File: config.mk
export PLATFORM = sky130hd
export DESIGN_NAME = ssh_ed25519_key_line_parser
export DESIGN_NICKNAME = d
export VERILOG_FILES = /design/src/hdl/sshkp_pkg.sv /design/src/hdl/sshkp_parser.sv /design/src/hdl/sshkp_emit.sv /design/src/hdl/ssh_ed25519_key_line_parser.sv
export SDC_FILE = /design/constraint.sdc
export NUM_CORES = 1
export LEC_CHECK = 0
export ABC_AREA = 1
export BUFFER_PORTS_ARGS = -buffer_cell sky130_fd_sc_hd__buf_4
export CAP_MARGIN = 20
export CORE_MARGIN = 3
export CORE_UTILIZATION = 30
export CTS_CLUSTER_SIZE = 30
export DETAILED_ROUTE_END_ITERATION = 12
export GPL_ROUTABILITY_DRIVEN = 0
export PLACE_DENSITY = 0.55
export SLEW_MARGIN = 20
export SYNTH_ARGS = -nofsm -noshare
export SYNTH_HDL_FRONTEND = slang
export SYNTH_SLANG_ARGS = --single-unit
File: constraint.sdc
create_clock -name clk_i -period 5.2 [get_ports clk_i]
set_input_delay 0.78 -clock clk_i [delete_from_list [all_inputs] [get_ports clk_i]]
set_output_delay 0.78 -clock clk_i [all_outputs]
set_load 0.05 [all_outputs]
File: src/hdl/sshkp_pkg.sv
package sshkp_pkg;

  localparam int unsigned NameLen  = 11;
  localparam int unsigned BlobLen  = 51;
  localparam int unsigned KeyLen   = 32;
  localparam int unsigned KeyAt    = 19;
  localparam int unsigned CountSat = 97;

  localparam int unsigned KeyIdxW = $clog2(KeyLen);

  localparam logic StatusAccept = 1'b0;
  localparam logic StatusReject = 1'b1;

  typedef struct packed {
    logic [7:0] char_in;
    logic       line_end;
  } in_item_t;

  typedef struct packed {
    logic               status;
    logic [7:0]         key_byte;
    logic [KeyIdxW-1:0] key_index;
    logic               last_out;
  } out_item_t;

  // one key byte write into the double-buffered key store
  typedef struct packed {
    logic               en;
    logic               bank;
    logic [KeyIdxW-1:0] idx;
    logic [7:0]         data;
  } key_wr_t;

  // finished line handed from parser to result sequencer
  typedef struct packed {
    logic valid;
    logic reject;
    logic bank;
  } job_t;

endpackage

File: src/hdl/sshkp_parser.sv
module sshkp_parser (
  input  logic               clk_i,
  input  logic               rst_ni,
  input  logic               in_valid_i,
  input  logic               in_ready_i,
  input  sshkp_pkg::in_item_t in_data_i,
  output sshkp_pkg::key_wr_t  key_wr_o,
  output sshkp_pkg::job_t     job_o
);
  import sshkp_pkg::*;

  localparam logic [7:0] ChSpace = 8'h20;
  localparam logic [7:0] ChTab   = 8'h09;
  localparam logic [7:0] ChCr    = 8'h0d;
  localparam logic [7:0] ChPad   = 8'h3d;
  localparam logic [5:0] DigPlus  = 6'd62;
  localparam logic [5:0] DigSlash = 6'd63;

  typedef enum logic [2:0] {
    PhLead,
    PhName,
    PhSep,
    PhGap,
    PhField,
    PhTail
  } phase_e;

  function automatic logic [7:0] name_char(input logic [3:0] i);
    logic [7:0] ch;
    case (i)
      4'd0:    ch = 8'h73;
      4'd1:    ch = 8'h73;
      4'd2:    ch = 8'h68;
      4'd3:    ch = 8'h2d;
      4'd4:    ch = 8'h65;
      4'd5:    ch = 8'h64;
      4'd6:    ch = 8'h32;
      4'd7:    ch = 8'h35;
      4'd8:    ch = 8'h35;
      4'd9:    ch = 8'h31;
      4'd10:   ch = 8'h39;
      default: ch = 8'h00;
    endcase
    return ch;
  endfunction

  // {valid, value}
  function automatic logic [6:0] b64_digit(input logic [7:0] c);
    logic [7:0] t;
    logic [6:0] r;
    t = 8'h00;
    r = 7'h00;
    if (c >= 8'h41 && c <= 8'h5a) begin
      t = c - 8'h41;
      r = {1'b1, t[5:0]};
    end else if (c >= 8'h61 && c <= 8'h7a) begin
      t = c - 8'h61 + 8'd26;
      r = {1'b1, t[5:0]};
    end else if (c >= 8'h30 && c <= 8'h39) begin
      t = c - 8'h30 + 8'd52;
      r = {1'b1, t[5:0]};
    end else if (c == 8'h2b) begin
      r = {1'b1, DigPlus};
    end else if (c == 8'h2f) begin
      r = {1'b1, DigSlash};
    end
    return r;
  endfunction

  phase_e      phase_q, phase_d;
  logic [3:0]  match_q, match_d;
  logic [12:0] acc_q, acc_d;
  logic [2:0]  bits_q, bits_d;
  logic [2:0]  enc_q, enc_d;
  logic [1:0]  pad_q, pad_d;
  logic [6:0]  dec_q, dec_d;
  logic        rej_q, rej_d;
  logic        bank_q, bank_d;

  logic [7:0]  ch;
  logic        blank, is_cr, do_name, do_field, chk, ok;
  logic [6:0]  dig, d_off;
  logic [12:0] acc_sh;
  logic [3:0]  bits_sum;
  logic [2:0]  bits_new;
  logic [7:0]  dbyte, want;

  assign ch    = in_data_i.char_in;
  assign blank = (ch == ChSpace) || (ch == ChTab);
  assign is_cr = (ch == ChCr);
  assign dig   = b64_digit(ch);

  always_comb begin
    phase_d  = phase_q;
    match_d  = match_q;
    acc_d    = acc_q;
    bits_d   = bits_q;
    enc_d    = enc_q;
    pad_d    = pad_q;
    dec_d    = dec_q;
    rej_d    = rej_q;
    bank_d   = bank_q;
    do_name  = 1'b0;
    do_field = 1'b0;
    chk      = 1'b0;
    ok       = 1'b0;
    want     = 8'h00;
    dbyte    = 8'h00;
    acc_sh   = {acc_q[6:0], dig[5:0]};
    bits_sum = {1'b0, bits_q} + 4'd6;
    bits_new = 3'(bits_sum - 4'd8);
    d_off    = dec_q - 7'd4;
    key_wr_o = '0;
    job_o    = '0;

    if (in_valid_i && in_ready_i) begin
      if (!rej_q) begin
        unique case (phase_q)
          PhLead:  do_name = !blank;
          PhName:  do_name = 1'b1;
          PhSep: begin
            if (blank) phase_d = PhGap;
            else rej_d = 1'b1;
          end
          PhGap: begin
            if (is_cr) begin
              rej_d = 1'b1;
            end else if (!blank) begin
              phase_d  = PhField;
              do_field = 1'b1;
            end
          end
          PhField: begin
            if (blank || is_cr) phase_d = PhTail;
            else do_field = 1'b1;
          end
          default: ;
        endcase

        if (do_name) begin
          if (match_q >= 4'(NameLen) || ch != name_char(match_q)) begin
            rej_d = 1'b1;
          end else begin
            match_d = match_q + 4'd1;
            phase_d = (match_q == 4'(NameLen - 1)) ? PhSep : PhName;
          end
        end

        if (do_field) begin
          enc_d = {1'b1, enc_q[1:0] + 2'd1};
          if (ch == ChPad) begin
            if (pad_q >= 2'd2) rej_d = 1'b1;
            else pad_d = pad_q + 2'd1;
          end else if (pad_q != 2'd0 || !dig[6]) begin
            rej_d = 1'b1;
          end else if (bits_sum >= 4'd8) begin
            // a whole byte is ready: take it from above the leftover bits
            dbyte  = 8'(acc_sh >> bits_new);
            acc_d  = acc_sh & ((13'd1 << bits_new) - 13'd1);
            bits_d = bits_new;
            if (dec_q < 7'd3) begin
              chk = 1'b1;
            end else if (dec_q == 7'd3) begin
              chk  = 1'b1;
              want = 8'(NameLen);
            end else if (dec_q < 7'(4 + NameLen)) begin
              chk  = 1'b1;
              want = name_char(d_off[3:0]);
            end else if (dec_q < 7'(KeyAt - 1)) begin
              chk = 1'b1;
            end else if (dec_q == 7'(KeyAt - 1)) begin
              chk  = 1'b1;
              want = 8'(KeyLen);
            end else if (dec_q < 7'(BlobLen)) begin
              key_wr_o.en   = 1'b1;
              key_wr_o.bank = bank_q;
              key_wr_o.idx  = KeyIdxW'(dec_q - 7'(KeyAt));
              key_wr_o.data = dbyte;
            end
            if (chk && want != dbyte) rej_d = 1'b1;
            if (dec_q < 7'(CountSat)) dec_d = dec_q + 7'd1;
          end else begin
            acc_d  = acc_sh;
            bits_d = bits_sum[2:0];
          end
        end
      end

      if (in_data_i.line_end) begin
        ok = !rej_d && (phase_d == PhField || phase_d == PhTail) &&
             enc_d == 3'b100 && dec_d == 7'(BlobLen);
        job_o.valid  = 1'b1;
        job_o.reject = !ok;
        job_o.bank   = bank_q;
        if (ok) bank_d = !bank_q;
        phase_d = PhLead;
        match_d = '0;
        acc_d   = '0;
        bits_d  = '0;
        enc_d   = '0;
        pad_d   = '0;
        dec_d   = '0;
        rej_d   = 1'b0;
      end
    end
  end

  always_ff @(posedge clk_i or negedge rst_ni) begin
    if (!rst_ni) begin
      phase_q <= PhLead;
      match_q <= '0;
      acc_q   <= '0;
      bits_q  <= '0;
      enc_q   <= '0;
      pad_q   <= '0;
      dec_q   <= '0;
      rej_q   <= 1'b0;
      bank_q  <= 1'b0;
    end else begin
      phase_q <= phase_d;
      match_q <= match_d;
      acc_q   <= acc_d;
      bits_q  <= bits_d;
      enc_q   <= enc_d;
      pad_q   <= pad_d;
      dec_q   <= dec_d;
      rej_q   <= rej_d;
      bank_q  <= bank_d;
    end
  end

endmodule

File: src/hdl/sshkp_emit.sv
module sshkp_emit (
  input  logic                clk_i,
  input  logic                rst_ni,
  input  sshkp_pkg::key_wr_t   key_wr_i,
  input  sshkp_pkg::job_t      job_i,
  output logic                job_ready_o,
  output logic                out_valid_o,
  input  logic                out_ready_i,
  output sshkp_pkg::out_item_t out_data_o
);
  import sshkp_pkg::*;

  // two banks of key bytes, one being filled while the other is sent
  logic [7:0] key_mem [2*KeyLen];
  logic [7:0] rdata_q;

  logic               act_valid_q, act_reject_q, act_bank_q;
  logic [KeyIdxW-1:0] act_idx_q;
  logic               pend_valid_q, pend_reject_q, pend_bank_q;

  logic               s1_valid_q, s1_reject_q, s1_last_q;
  logic [KeyIdxW-1:0] s1_idx_q;

  logic      out_valid_q;
  out_item_t out_q;

  logic act_last, s1_adv, issue, act_load;

  assign act_last = act_reject_q || (act_idx_q == KeyIdxW'(KeyLen - 1));
  assign s1_adv   = s1_valid_q && (!out_valid_q || out_ready_i);
  assign issue    = act_valid_q && (!s1_valid_q || s1_adv);
  assign act_load = !act_valid_q || (issue && act_last);

  assign job_ready_o = !pend_valid_q;
  assign out_valid_o = out_valid_q;
  assign out_data_o  = out_q;

  always_ff @(posedge clk_i) begin
    if (key_wr_i.en) key_mem[{key_wr_i.bank, key_wr_i.idx}] <= key_wr_i.data;
    if (issue) rdata_q <= key_mem[{act_bank_q, act_idx_q}];
  end

  always_ff @(posedge clk_i or negedge rst_ni) begin
    if (!rst_ni) begin
      act_valid_q   <= 1'b0;
      act_reject_q  <= 1'b0;
      act_bank_q    <= 1'b0;
      act_idx_q     <= '0;
      pend_valid_q  <= 1'b0;
      pend_reject_q <= 1'b0;
      pend_bank_q   <= 1'b0;
      s1_valid_q    <= 1'b0;
      out_valid_q   <= 1'b0;
    end else begin
      if (act_load) begin
        act_idx_q <= '0;
        if (pend_valid_q) begin
          act_valid_q  <= 1'b1;
          act_reject_q <= pend_reject_q;
          act_bank_q   <= pend_bank_q;
          pend_valid_q <= 1'b0;
        end else begin
          act_valid_q  <= job_i.valid;
          act_reject_q <= job_i.reject;
          act_bank_q   <= job_i.bank;
        end
      end else begin
        if (issue) act_idx_q <= act_idx_q + KeyIdxW'(1);
        if (job_i.valid) begin
          pend_valid_q  <= 1'b1;
          pend_reject_q <= job_i.reject;
          pend_bank_q   <= job_i.bank;
        end
      end

      if (issue) s1_valid_q <= 1'b1;
      else if (s1_adv) s1_valid_q <= 1'b0;

      if (s1_adv) out_valid_q <= 1'b1;
      else if (out_ready_i) out_valid_q <= 1'b0;
    end
  end

  always_ff @(posedge clk_i) begin
    if (issue) begin
      s1_reject_q <= act_reject_q;
      s1_idx_q    <= act_idx_q;
      s1_last_q   <= act_last;
    end
    if (s1_adv) begin
      out_q.status    <= s1_reject_q ? StatusReject : StatusAccept;
      out_q.key_byte  <= s1_reject_q ? 8'h00 : rdata_q;
      out_q.key_index <= s1_reject_q ? '0 : s1_idx_q;
      out_q.last_out  <= s1_last_q;
    end
  end

  a_pend_needs_act: assert property (@(posedge clk_i) disable iff (!rst_ni)
    pend_valid_q |-> act_valid_q)
    else $error("pending line without an active one");

  a_no_job_when_full: assert property (@(posedge clk_i) disable iff (!rst_ni)
    job_i.valid |-> !pend_valid_q)
    else $error("line finished while pending slot is full");

  a_banks_apart: assert property (@(posedge clk_i) disable iff (!rst_ni)
    act_valid_q && pend_valid_q && !act_reject_q && !pend_reject_q |->
      act_bank_q != pend_bank_q)
    else $error("active and pending lines share a bank");

  a_write_off_read_bank: assert property (@(posedge clk_i) disable iff (!rst_ni)
    key_wr_i.en && act_valid_q && !act_reject_q |-> key_wr_i.bank != act_bank_q)
    else $error("key write into the bank being sent");

endmodule

File: src/hdl/ssh_ed25519_key_line_parser.sv
// channel | direction | handshake               | payload
// in      | input     | in_valid_i / in_ready_o   | in_data_i  (char_in, line_end)
// out     | output    | out_valid_o / out_ready_i | out_data_o (status, key_byte,
//         |           |                           |   key_index, last_out)
//
// one character per cycle while in_ready_o is high; a line end gives 32 key transfers or one reject,
//   read from the key store at one entry per cycle unless the output stalls
// the key store has two banks: a line decodes into one while the other drains
// in_ready_o drops only while one finished line waits behind another still
//   draining; a stalled output holds its transfer, the read pipe backs up
// reset is asynchronous and clears all control state, no clearing pass:
//   the key store is always fully written before it is read
module ssh_ed25519_key_line_parser (
  input  logic                clk_i,
  input  logic                rst_ni,
  input  logic                in_valid_i,
  output logic                in_ready_o,
  input  sshkp_pkg::in_item_t  in_data_i,
  output logic                out_valid_o,
  input  logic                out_ready_i,
  output sshkp_pkg::out_item_t out_data_o
);
  import sshkp_pkg::*;

  key_wr_t key_wr;   // decoded key byte into the store
  job_t    job;      // line end with its verdict and bank
  logic    job_ready;

  // text front end: blank skip, name match, base64 decode, blob header check
  sshkp_parser u_parser (
    .clk_i      (clk_i),
    .rst_ni     (rst_ni),
    .in_valid_i (in_valid_i),
    .in_ready_i (job_ready),
    .in_data_i  (in_data_i),
    .key_wr_o   (key_wr),
    .job_o      (job)
  );

  // key store plus the result sequencer that drains it
  sshkp_emit u_emit (
    .clk_i       (clk_i),
    .rst_ni      (rst_ni),
    .key_wr_i    (key_wr),
    .job_i       (job),
    .job_ready_o (job_ready),
    .out_valid_o (out_valid_o),
    .out_ready_i (out_ready_i),
    .out_data_o  (out_data_o)
  );

  // the front end keeps taking characters unless a finished line is queued
  assign in_ready_o = job_ready;

endmodule
# Yosys cells after proc, flatten, opt, wreduce, memory -nomap -nowiden
# Memories as Yosys holds them, arrays and structs flattened. A register that Yosys moved wholly into a read port is not among the register bits.
# Cells that the tools add are included.
# word_totals
mem_bits_ro	224
input_bits	13
output_inout_bits	17
memories	3
register_bits	66
elab_cells	253
ram_bits	512
# classes
n_eq_ne	25
add_sub_neg	15
n_reduce_logical	43
order_cmp	14
n_shift	2
mux	124
bitwise_logic	2
# mem_list
name	depth	width	read_ports	rd_clocked_by_memory_dff	write_ports	line_no	source
u_emit.key_mem	64	8	1	1	1	sshkp_emit.sv:14	logic [7:0] key_mem [2*KeyLen];
(no name shown)	16	7	1	0	0	sshkp_parser.sv:30	case (i)
(no name shown)	16	7	1	0	0	sshkp_parser.sv:30	
# ops
operator	count
15-bit two-way mux	12
7-bit two-way mux	19
8-bit two-way mux	13
3-bit two-way mux	21
1-bit two-way mux	42
8-bit by 6-bit == test with 1-bit output (second input constant)	4
8-bit by 4-bit == test with 1-bit output (second input constant)	2
8-bit by 7-bit >= comparator with 1-bit output (second input constant)	2
8-bit by 7-bit <= comparator with 1-bit output (second input constant)	2
4-bit two-way mux	4
8-bit inequality test	2
2-bit nonzero test	8
13-bit by 3-bit right shift with 8-bit output	1
3-bit == test (second input constant)	4
2-bit two-way mux	6
6-bit subtractor (second input constant)	2
1-bit logical AND	11
5-bit two-way mux	2
2-bit inequality test (second input constant)	5
5-bit AND reduction	2
1-bit logical NOT	9
1-bit logical OR	9
3-bit case mux with 3 select lines	1
4-bit >= comparator (second input constant)	2
other kinds (36)	40

# Longest topological paths before layout
# Gate-level depths: netlist (run 1).
# logic_depth
word_depth	31
depth_mapped	27
mapped_depth_nobuf	26

# By module
# From an unflattened synthesis (run 1), not the netlist that was laid out.
# unflattened
hier_cells	2620
area_unflattened_um2	26754.4
# modules_own_cells
module	area_per_inst_um2	seq_area_each_um2	instances	cells_each
sshkp_emit	22963.3	16600.9	1	2045
sshkp_parser	3791.1	750.7	1	575

# Worst setup path after synthesis (run 1)
# No wires, ideal clock.
# synth_path
kind	in2reg
from	in in_data_i[4] (netlist bit)
to	mem u_emit.key_mem[0][0] (data pin)
path_buffers	1
required_time_ns	4.651
cell_stages	17
setup_ns	0.549
slack_ns	0.384
t_arrival_ns	4.267
path_cell_list	buf_4 inv_1 ha_1 nand2_1 nand4_1 nand3_1 nand3b_1 nand2_2 inv_2 nand2_4 nor2_4 inv_2 nor2_4 inv_2 nor2_8 inv_6 a21oi_1
# synth_lines
element	line_no	source
from (decl)	ssh_ed25519_key_line_parser.sv:18	input sshkp_pkg::in_item_t in_data_i,
to (decl)	sshkp_emit.sv:14	

# Worst setup path after layout (run 1)
# layout_path
from	reg u_parser.dec_q[0]
to	mem u_emit.key_mem[39][5] (enable)
# layout_via
elab_chain_cells	15
elab_cells_between_ends	21
classes_between	add/sub (1); order compare (4); eq/ne (2); mux (14)
# layout_rtl
element	line_no	source
from (decl)	sshkp_parser.sv:76	logic [6:0] dec_q, dec_d;
from (signal assigned)	sshkp_parser.sv:216	dec_q <= '0;
from (signal assigned)	sshkp_parser.sv:226	dec_q <= dec_d;
7-bit by 6-bit < comparator with 1-bit output	sshkp_parser.sv:174	end else if (dec_q < 7'(BlobLen)) begin
15-bit two-way mux	sshkp_parser.sv:174	
15-bit two-way mux	sshkp_parser.sv:171	end else if (dec_q == 7'(KeyAt - 1)) begin
15-bit two-way mux	sshkp_parser.sv:169	end else if (dec_q < 7'(KeyAt - 1)) begin
15-bit two-way mux	sshkp_parser.sv:166	end else if (dec_q < 7'(4 + NameLen)) begin
15-bit two-way mux	sshkp_parser.sv:163	end else if (dec_q == 7'd3) begin
15-bit two-way mux *	sshkp_parser.sv:161	if (dec_q < 7'd3) begin
15-bit two-way mux *	sshkp_parser.sv:156	end else if (bits_sum >= 4'd8) begin
15-bit two-way mux *	sshkp_parser.sv:154	end else if (pad_q != 2'd0 || !dig[6]) begin
15-bit two-way mux *	sshkp_parser.sv:151	if (ch == ChPad) begin
15-bit two-way mux *	sshkp_parser.sv:149	if (do_field) begin
15-bit two-way mux *	sshkp_parser.sv:117	if (!rej_q) begin
15-bit two-way mux *	sshkp_parser.sv:116	if (in_valid_i && in_ready_i) begin
1-bit two-way mux	sshkp_emit.sv:39	if (key_wr_i.en) key_mem[{key_wr_i.bank, key_wr_i.idx}] <= key_wr_i.data;
1-bit two-way mux (implied by the code)	sshkp_emit.sv:39	
# Every way passes the cells marked *; elsewhere a longest branch is shown, timed or not.

==> flow_metrics.py, run 1 <==
metrics = {
    "drt": {
        "ant_nets": 0,
        "vias": 17500,
        "via_per_inst": 5.17,
        "drt_first_pass_iters": 6,
        "drt_iter0_drc": 1735,
        "drc": 0,
        "routed_wl_mm": 68.5,
        "wl_per_cell_um": 20.2,
    },
    "logic_synthesis": {
        "yosysSeqAreaShare": 0.683,
        "netlist_area_um2": 25400,
        "synth_top_area_frac": 0.641,
        "synth_area_leaders": "edfxtp_1 (64%), o21ai_0 (5.9%), nor2_1 (5.7%)",
        "synth_cell_types": 49,
        "syn_avg_cell_area_um2": 11.7,
        "postSynth.asyncResetShare": 0.0735,
        "syn_inst": 2180,
        "synth_top_area_cell": "edfxtp_1",
        "synth_warnings": 0,
        "syn-num-nets": 2229,
        "synth-main-ff-cell": "edfxtp_1",
        "synth-edff-count": 542,
        "synth_seq_cells": 585,
    },
    "die": {
        "die_w_um": 297,
        "die_h_um": 297,
        "core_um2": 83800,
        "rows": 106,
        "ios": 30,
        "start_util": 0.303,
        "die_area_um2": 88200,
    },
    "setup_path": {
        "cp_data_required_time_ps": 5460,
        "critPathKind": "register to register",
        "worst_ep_arrival_time_ps": 4110,
        "crit_start": "u_parser.dec_q[0]",
        "crit_path_start_kind": "register",
        "r2r-end": "u_emit.key_mem[39][5]",
        "reg2reg_setup_slack_ps": 1350,
        "end_kind": "register",
        "critPathCapture": "u_emit.key_mem[39][5]",
        "reg2reg_depth": 11,
        "crit_fanout": 13,
        "rr_startpoint": "u_parser.dec_q[0]",
    },
    "run": {
        "drv_cap": 0,
    },
    "clock_network": {
        "clk_path_buf_depth": 3,
        "clock_latency_ps": 630,
        "post-cts-setup-buffers": 0,
        "cts_root_buf": "clkbuf_16",
        "cts_htree_levels": 2,
        "clock-sinks": 585,
        "cts.clk_slew.worst_paths_ps": 60,
        "cts.repair.resized": 0,
        "holdBufCountCts": 0,
        "cts_buffers": 60,
        "cts_tree": "done",
    },
    "timing": {
        "tightest_slew_ps": 985,
        "tns_ps": 0,
        "fin_crit_ps": 3850,
        "post-route-period-util": 0.740,
        "fmax_mhz": 260,
        "slew_viol_final": 0,
        "rsz0062_at_grt": "false",
        "hold_violations": 0,
        "relSlewSlack": 0.342,
        "timing.hold.ws_ps": 164,
        "report.final.setup_viol": 0,
        "fin_ws_ps": 1350,
        "skew_ps": 23.2,
    },
    "run_status": {
        "status": "completed",
    },
    "layout": {
        "synthToLayoutAreaGrowth_pct": 14.0,
        "fin_cells": 3381,
        "final_cell_area_um2": 29000,
        "diodes": 0,
        "fin_util": 0.346,
        "finalNetCount": 2244,
        "layout-drive-gt1-share": 0.0997,
    },
    "power": {
        "leakage_nw": 8.54,
        "p_total_mw": 12.7,
        "cellPowerDensity_nw_per_um2": 438,
        "ir_drop_mv": 0.321,
    },
    "grt": {
        "grt_usage": 0.152,
        "globalRouteMet3Util": 0.0257,
        "grt_pass1_vias": 17100,
        "grt_pass1_wl_mm": 105,
        "grt_busiest_layer": "met2",
        "grt_antenna_before_repair": 0,
        "grt_use_met1": 0.212,
        "grt_util_met2": 0.243,
        "grt_max_degree": 125,
        "grt_overflow": 0,
    },
    "placement": {
        "numPlacedInstances": 3267,
        "hpwl_mm": 42.9,
        "port_buffers": 29,
        "dp_slack_ps": 731,
        "place_area_um2": 27100,
    },
    "worst_hold_path": {
        "hold_class": "input pin to async pin",
    },
}
worst min path at each step:
stage / cells past startpoint / to / start
after floorplan: 0 / u_emit.out_data_o[0] / u_emit.s1_last_q
after global placement: 0 / u_emit.out_data_o[0] / u_emit.s1_last_q
after detailed placement: 0 / u_emit.out_data_o[0] / u_emit.s1_last_q
after CTS: 1 / u_emit.act_idx_q[3] / rst_ni
after global routing: 1 / u_emit.act_reject_q / rst_ni
final: 1 / u_parser.match_q[2] / rst_ni
Yosys cell counts, types with 10 or more instances:
library cell and count:
edfxtp_1 542, nor2_1 388, o21ai_0 301, nand2_1 171
nand3_1 108, clkbuf_1 105, inv_1 102, o22ai_1 85
a21oi_1 63, o221ai_1 51, dfrtp_1 43, ha_1 36
nand4_1 29, xor2_1 18, o211ai_1 17, nand2_2 14
nor3_1 11, a31oi_1 10
logic make-up after synthesis:
kind of cell	synth area share
DFF	0.683
AOI/OAI and AO/OA	0.127
adders and majority gates	0.0177
buffers and inverters	0.0356
xor gates and xnor gates	0.00655
and+or+nand+nor	0.130
muxes	0.000394
worst max-delay path, stage by stage (launching register included):
cell	delay [ps]
dfrtp_1	700
inv_1	350
ha_1	320
nand4_1	90
inv_1	50
a21oi_1	160
o2111ai_1	250
nor2_8	280
inv_6	130
nor2_8	180
nand3_4	290
nor2_1	650
flip-flops by register name, indices dropped and copies added, names as in the netlist:
signal	cells
u_emit.act_bank_q	1
u_emit.act_idx_q	5
u_emit.act_reject_q	1
u_emit.act_valid_q	1
u_emit.key_mem	512
u_emit.out_data_o	15
u_emit.out_valid_o	1
u_emit.pend_bank_q	1
u_emit.pend_reject_q	1
u_emit.pend_valid_q	1
u_emit.rdata_q	8
u_emit.s1_idx_q	5
u_emit.s1_last_q	1
u_emit.s1_reject_q	1
u_emit.s1_valid_q	1
u_parser.acc_q	7
u_parser.bank_q	1
u_parser.bits_q	2
u_parser.dec_q	7
u_parser.enc_q	3
u_parser.match_q	4
u_parser.pad_q	2
u_parser.phase_q	3
u_parser.rej_q	1
report_power, final:
part | switching (mW) | total [mW] | internal, mW
logic | 2.19 | 2.97 | 0.787
clock network | 1.81 | 4.17 | 2.37
registers | 0.298 | 5.55 | 5.25
cell type report:
cell class | count | area (um^2)
clock inverters | 39 | 320
fillers | 8296 | 54900
repair buffers | 70 | 613
inverters | 116 | 445
well taps | 1134 | 1420
multi-input cells | 1362 | 7220
flip-flops and latches | 585 | 17400
clock buffers | 75 | 1590
cells in the final DEF (no fill, tap or decap), types with 59 or more instances in the layout:
cell type / count
a21oi_1: 59
buf_4: 63
clkbuf_16: 61
edfxtp_1: 542
inv_1: 98
nand2_1: 171
nand3_1: 108
nor2_1: 385
o21ai_0: 301
o22ai_1: 85
routing by layer:
metal  routed length, um  vias to the layer above  part of all wire
met5                   0                        -                 0
met4                1920                        0             0.028
met3                4460                      119             0.065
met2               31700                      685              0.46
met1               30300                     8682              0.44
li1                    -                     8004                 -
Note: power is estimated with default switching activity, not from simulation.
==> run 2: changes to the inputs <==
ABC_AREA = 0   (was 1)
clock period = 3.7 ns   (was 5.2 ns; I/O delays follow)
==> flow_metrics.py, run 2 <==
metrics = {
    "logic_synthesis": {
        "postSynth.asyncResetShare": 0.0735,
        "synth_cell_types": 78,
        "synth_most_common_cell": "edfxtp_1",
        "synth_compound_area_frac": 0.0479,
        "syn_avg_cell_area_um2": 17.6,
        "synthMuxAreaShare": 0.159,
        "synthTopCellsByCount": "edfxtp_1 (542), mux4_2 (169), nor2_1 (115), nand2_1 (65), clkbuf_1 (56)",
        "synth_top_area_cell": "edfxtp_1",
        "synth-edff-count": 542,
        "synth_seq_cells": 585,
        "synthSimpleGateAreaFrac": 0.0666,
        "synth_area_leaders": "edfxtp_1 (65%), mux4_2 (15%), dfrtp_1 (4.3%)",
        "syn-num-nets": 1483,
        "synthAdderAreaFrac": 0.0179,
        "yosysSeqAreaShare": 0.688,
        "netlist_area_um2": 25200,
        "syn_inst": 1434,
        "synth_xor_area_frac": 0.00382,
        "synth_top_area_frac": 0.646,
        "synth_top_family_by_area": "multiplexers",
        "synth-main-ff-cell": "edfxtp_1",
        "synth_warnings": 0,
    },
    "die": {
        "die_h_um": 296,
        "core_um2": 82600,
        "start_util": 0.305,
        "die_area_um2": 87500,
        "ios": 30,
        "rows": 105,
        "die_w_um": 296,
    },
    "layout": {
        "largest-register": "u_emit.key_mem",
        "diodes": 0,
        "final_common_cell": "edfxtp_1",
        "fin_cells": 2723,
        "synthToLayoutAreaGrowth_pct": 18.8,
        "largest_reg_flops": 512,
        "finalNetCount": 1661,
        "final_cell_area_um2": 29900,
        "layout-drive-gt1-share": 0.296,
        "layout_common_cells": "edfxtp_1 (542), buf_4 (171), mux4_2 (169), nor2_1 (111), nand2_1 (64)",
    },
    "setup_path": {
        "end_kind": "register",
        "path_cells": "ha_1 > a211o_1 > a31o_2 > or4_1 > or3_1 > nor4_4 > buf_12",
        "crit_path_start_kind": "register",
        "critPathKind": "register to register",
        "path_delay_family": "simple AND/OR/NAND/NOR gates",
        "cp_data_required_time_ps": 4040,
        "worst_ep_arrival_time_ps": 3810,
        "reg2reg_setup_slack_ps": 230,
        "crit_fanout": 10,
        "max_stage_delay_ps": 670,
        "worst_path_max_delay_cell": "or4_1",
        "path_buf_inv": 1,
    },
    "drt": {
        "drt_iter0_drc": 1056,
        "via_per_inst": 5.08,
        "vias": 13800,
        "routed_wl_mm": 61.6,
        "drc": 0,
        "drt_first_pass_iters": 5,
        "wl_per_cell_um": 22.6,
        "ant_nets": 0,
    },
    "clock_network": {
        "clk_path_buf_depth": 3,
        "cts_htree_levels": 2,
        "cts.clk_slew.worst_paths_ps": 60,
        "clock_latency_ps": 660,
        "cts_root_buf": "clkbuf_16",
        "clock-sinks": 585,
        "cts_tree": "done",
        "cts_buffers": 60,
        "post-cts-setup-buffers": 0,
    },
    "timing": {
        "fin_ws_ps": 230,
        "post-route-period-util": 0.938,
        "skew_ps": 68.0,
        "report.final.setup_viol": 0,
        "timing.hold.ws_ps": 280,
        "relSlewSlack": 0.312,
        "fin_crit_ps": 3470,
        "tightest_slew_ps": 1030,
        "hold_violations": 0,
        "rsz0062_at_grt": "false",
        "slew_viol_final": 0,
        "fmax_mhz": 288,
    },
    "power": {
        "cellPowerDensity_nw_per_um2": 538,
        "leakage_nw": 8.46,
        "p_total_mw": 16.1,
        "ir_drop_mv": 0.423,
    },
    "grt": {
        "grt_antenna_before_repair": 1,
        "grt_usage": 0.142,
        "grt_pass1_wl_mm": 93.1,
        "grt_max_degree": 65,
        "grt_pass1_vias": 14200,
        "grt_overflow": 0,
    },
    "placement": {
        "hpwl_mm": 40.2,
        "numPlacedInstances": 2619,
        "port_buffers": 29,
        "dp_slack_ps": -130,
        "place_area_um2": 28100,
    },
    "run_status": {
        "status": "completed",
    },
    "worst_hold_path": {
        "hold_class": "input pin to register",
    },
    "run": {
        "drv_cap": 0,
    },
}
run 2: cell count changes in the layout (fill, tap and decap cells not counted), sizes merged, moves of 16 or more:
cell and change:
mux4 +169, inv -83, buf +120, o22ai -79, o21ai -278, a21oi -30
nand4 -16, o221ai -50, nand3 -86, nand2 -123, nor2 -286, nor2b +30
run 2: worst paths after layout:
path                            depth (start not counted)         startpoint                    to
worst max-delay path                                    7  u_parser.dec_q[1]  u_emit.key_mem[0][6]
worst min register to register                          0   u_emit.s1_last_q  u_emit.out_data_o[0]
min in group asynchronous                               2             rst_ni       u_parser.bank_q
worst max register to register                          7  u_parser.dec_q[1]  u_emit.key_mem[0][6]
max in group asynchronous                               2             rst_ni   u_emit.act_idx_q[0]
worst min-delay path                                    3        out_ready_i    u_emit.out_valid_o
run 2: timing repair:
item	in CTS	in global routing
setup endpoints to repair	0	1
hold endpoints to repair	43	0
hold buffers	1	0
gates resized for setup	0	1
run 2: layout make-up:
class | instances | area [um^2]
Sequential cell | 585 | 17400
Clock inverter | 33 | 325
Tap cell | 1070 | 1340
Inverter | 32 | 128
Timing Repair Buffer | 191 | 1670
Fill cell | 7619 | 52700
Multi-Input combinational cell | 742 | 7570
Clock buffer | 70 | 1540
run 2: logic make-up after synthesis:
logic type / Yosys count
DFF: 585
and+or+nand+nor: 339
muxes: 189
AOI/OAI and AO/OA: 167
buffers and inverters: 107
adders and majority gates: 36
xor gates and xnor gates: 11
run 2: metrics by stage:
| stage | TNS (ps) | util |
|---|---|---|
| 2_1_floorplan | -1750 | - |
| 3_3_place_gp | -624 | 0.340 |
| 3_5_place_dp | -1790 | 0.340 |
| 4_1_cts | 0 | 0.362 |
| 5_1_grt | 0 | 0.362 |
| 6_report | 0 | 0.362 |
run 2: power breakdown:
part	internal (mW)	leakage [nW]	switching (mW)
Combinational	1.23	3.22	1.58
Sequential	7.26	4.32	0.274
Clock	3.25	0.915	2.52
Total	11.7	8.46	4.38
run 2: layer usage:
metal	part of all wire	GRT usage
met4	0.016	0.0306
met1	0.45	0.198
met3	0.042	0.0212
met5	0.00021	0
met2	0.49	0.235
run 2: tightest hold or removal path: stages:
cell and delay, ps:
buf_4 70, nand2b_1 150, nand2_1 70
==> run 3: changes to the inputs <==
CORE_MARGIN = not set   (was 3)
==> flow_metrics.py, run 3 (synthesis results as in run 2) <==
metrics = {
    "run_status": {
        "status": "completed",
    },
    "setup_path": {
        "critPathKind": "register to register",
        "cp_data_required_time_ps": 4190,
        "r2r-end": "u_parser.bank_q",
        "rr_startpoint": "u_parser.dec_q[0]",
        "path_cells": "buf_4 > ha_1 > inv_1 > ha_1 > o211ai_1 > a211oi_1 > o21ai_0 > mux2i_1 > a2111oi_0 > nand4_1 > a221o_1 > a221o_1",
        "end_kind": "register",
        "worst_ep_arrival_time_ps": 3940,
        "worst_path_max_delay_cell": "a2111oi_0",
        "crit_fanout": 12,
        "reg2reg_depth": 12,
        "max_stage_delay_ps": 430,
        "reg2reg_setup_slack_ps": 250,
        "crit_path_start_kind": "register",
    },
    "clock_network": {
        "cts_buffers": 60,
        "clock-sinks": 585,
        "cts_tree": "done",
        "clk_path_buf_depth": 3,
        "cts_htree_levels": 2,
        "cts.clk_slew.worst_paths_ps": 60,
        "clock_latency_ps": 650,
        "cts_root_buf": "clkbuf_16",
        "post-cts-setup-buffers": 0,
    },
    "timing": {
        "rsz0062_at_grt": "false",
        "hold_violations": 0,
        "relSlewSlack": 0.414,
        "fmax_mhz": 290,
        "skew_ps": 51.3,
        "slew_viol_final": 0,
        "fin_crit_ps": 3450,
        "timing.hold.ws_ps": 367,
        "tightest_slew_ps": 879,
        "tns_ps": 0,
        "report.final.setup_viol": 0,
        "post-route-period-util": 0.931,
    },
    "grt": {
        "grt_overflow": 0,
        "grt_max_degree": 65,
        "grt_usage": 0.143,
        "grt_antenna_before_repair": 1,
        "grt_pass1_vias": 13800,
        "grt_pass1_wl_mm": 91.1,
    },
    "die": {
        "ios": 30,
        "start_util": 0.305,
        "core_um2": 82600,
        "die_area_um2": 85200,
        "die_w_um": 292,
        "rows": 105,
        "die_h_um": 292,
    },
    "drt": {
        "wl_per_cell_um": 22.2,
        "vias": 13700,
        "via_per_inst": 5.02,
        "drt_first_pass_iters": 5,
        "ant_nets": 0,
        "routed_wl_mm": 60.5,
        "drc": 0,
        "drt_iter0_drc": 1168,
    },
    "layout": {
        "layout-drive-gt1-share": 0.290,
        "finalNetCount": 1650,
        "synthToLayoutAreaGrowth_pct": 19.0,
        "final_cell_area_um2": 30000,
        "layout_common_cells": "edfxtp_1 (542), mux4_2 (169), buf_4 (162), nor2_1 (111), nand2_1 (64)",
        "final_common_cell": "edfxtp_1",
        "largest_reg_flops": 512,
        "largest-register": "u_emit.key_mem",
        "regArea_um2": 17400,
        "diodes": 0,
        "n_fill_cell": 7632,
        "multiInputGateArea_um2": 7570,
    },
    "worst_hold_path": {
        "hold_class": "input pin to register",
        "min_from": "in_data_i[0]",
        "min_path_cells": 2,
        "worstHoldEndpoint": "u_parser.match_q[3]",
    },
    "run": {
        "drv_cap": 0,
    },
    "power": {
        "ir_drop_mv": 0.360,
        "p_total_mw": 16.6,
        "cellPowerDensity_nw_per_um2": 552,
        "leakage_nw": 8.46,
    },
    "placement": {
        "port_buffers": 29,
        "hpwl_mm": 39.2,
        "place_area_um2": 28000,
    },
}
-- run 3: cell types whose count changed in the layout (fill, tap and decap cells not counted) --
| cell | change |
|---|---|
| bufinv_16 | +5 |
| buf_12 | -2 |
| clkbuf_16 | +1 |
| buf_4 | -9 |
| clkinvlp_4 | +1 |
| clkinv_1 | +3 |
| clkinv_2 | -5 |
| clkinv_8 | -1 |
| clkbuf_1 | +7 |
-- run 3: through the flow --
stage	cells	utilization	setup WS (ps)
final	2723	0.363	254
after global routing	2723	0.363	78.8
after CTS	2723	0.363	162
after detailed placement	2608	0.338	-73.5
after global placement	2608	0.338	-4.37
after floorplan	1434	-	-27.4
-- run 3: how the worst max path moves through the flow --
stage | slack, ps | endpoint | start
final | 250 | u_parser.bank_q | u_parser.dec_q[0]
after global routing | 80 | u_parser.bank_q | u_parser.dec_q[0]
after CTS | 160 | u_parser.bank_q | u_parser.match_q[2]
after detailed placement | -70 | u_parser.bank_q | in_data_i[3]
after global placement | -4 | u_parser.bank_q | in_data_i[3]
after floorplan | -30 | u_emit.key_mem[0][0] | in_data_i[1]
-- run 3: final cells by class --
cell class              count  share of cell area
clock buffers              78              0.0530
clock inverters            36              0.0151
inverters                  32             0.00425
multi-input cells         742               0.252
flip-flops and latches    585               0.578
well taps                1070              0.0446
repair buffers            180              0.0522
-- run 3: repair_timing --
item / in CTS / in global routing
resized for setup: 0 / 1
hold buffers: 1 / 0
setup endpoints to repair: 0 / 1
endpoints found under the hold margin: 43 / 0
-- run 3: routing by layer --
layer | up-vias | part of all wire | global-route usage
li1 | 6148 | - | -
met1 | 7056 | 0.43 | 0.192
met2 | 366 | 0.49 | 0.235
met3 | 87 | 0.056 | 0.0284
met4 | 2 | 0.024 | 0.0415
met5 | - | 0.00022 | 0
-- run 3: power by group --
part,switching [mW],total [mW],internal (mW)
clock,2.54,6.20,3.67
sequential,0.243,7.51,7.26
combinational,1.61,2.85,1.24
total,4.39,16.6,12.2
-- run 3: worst max-delay path: cells and delay by family, from the launching register on --
| kind | cells | cell delay (ps) |
|---|---|---|
| compound gates | 6 | 1730 |
| fa+ha+maj | 2 | 540 |
| flops | 1 | 420 |
| buf+inv | 2 | 320 |
| simple gates | 1 | 190 |
| mux | 1 | 130 |
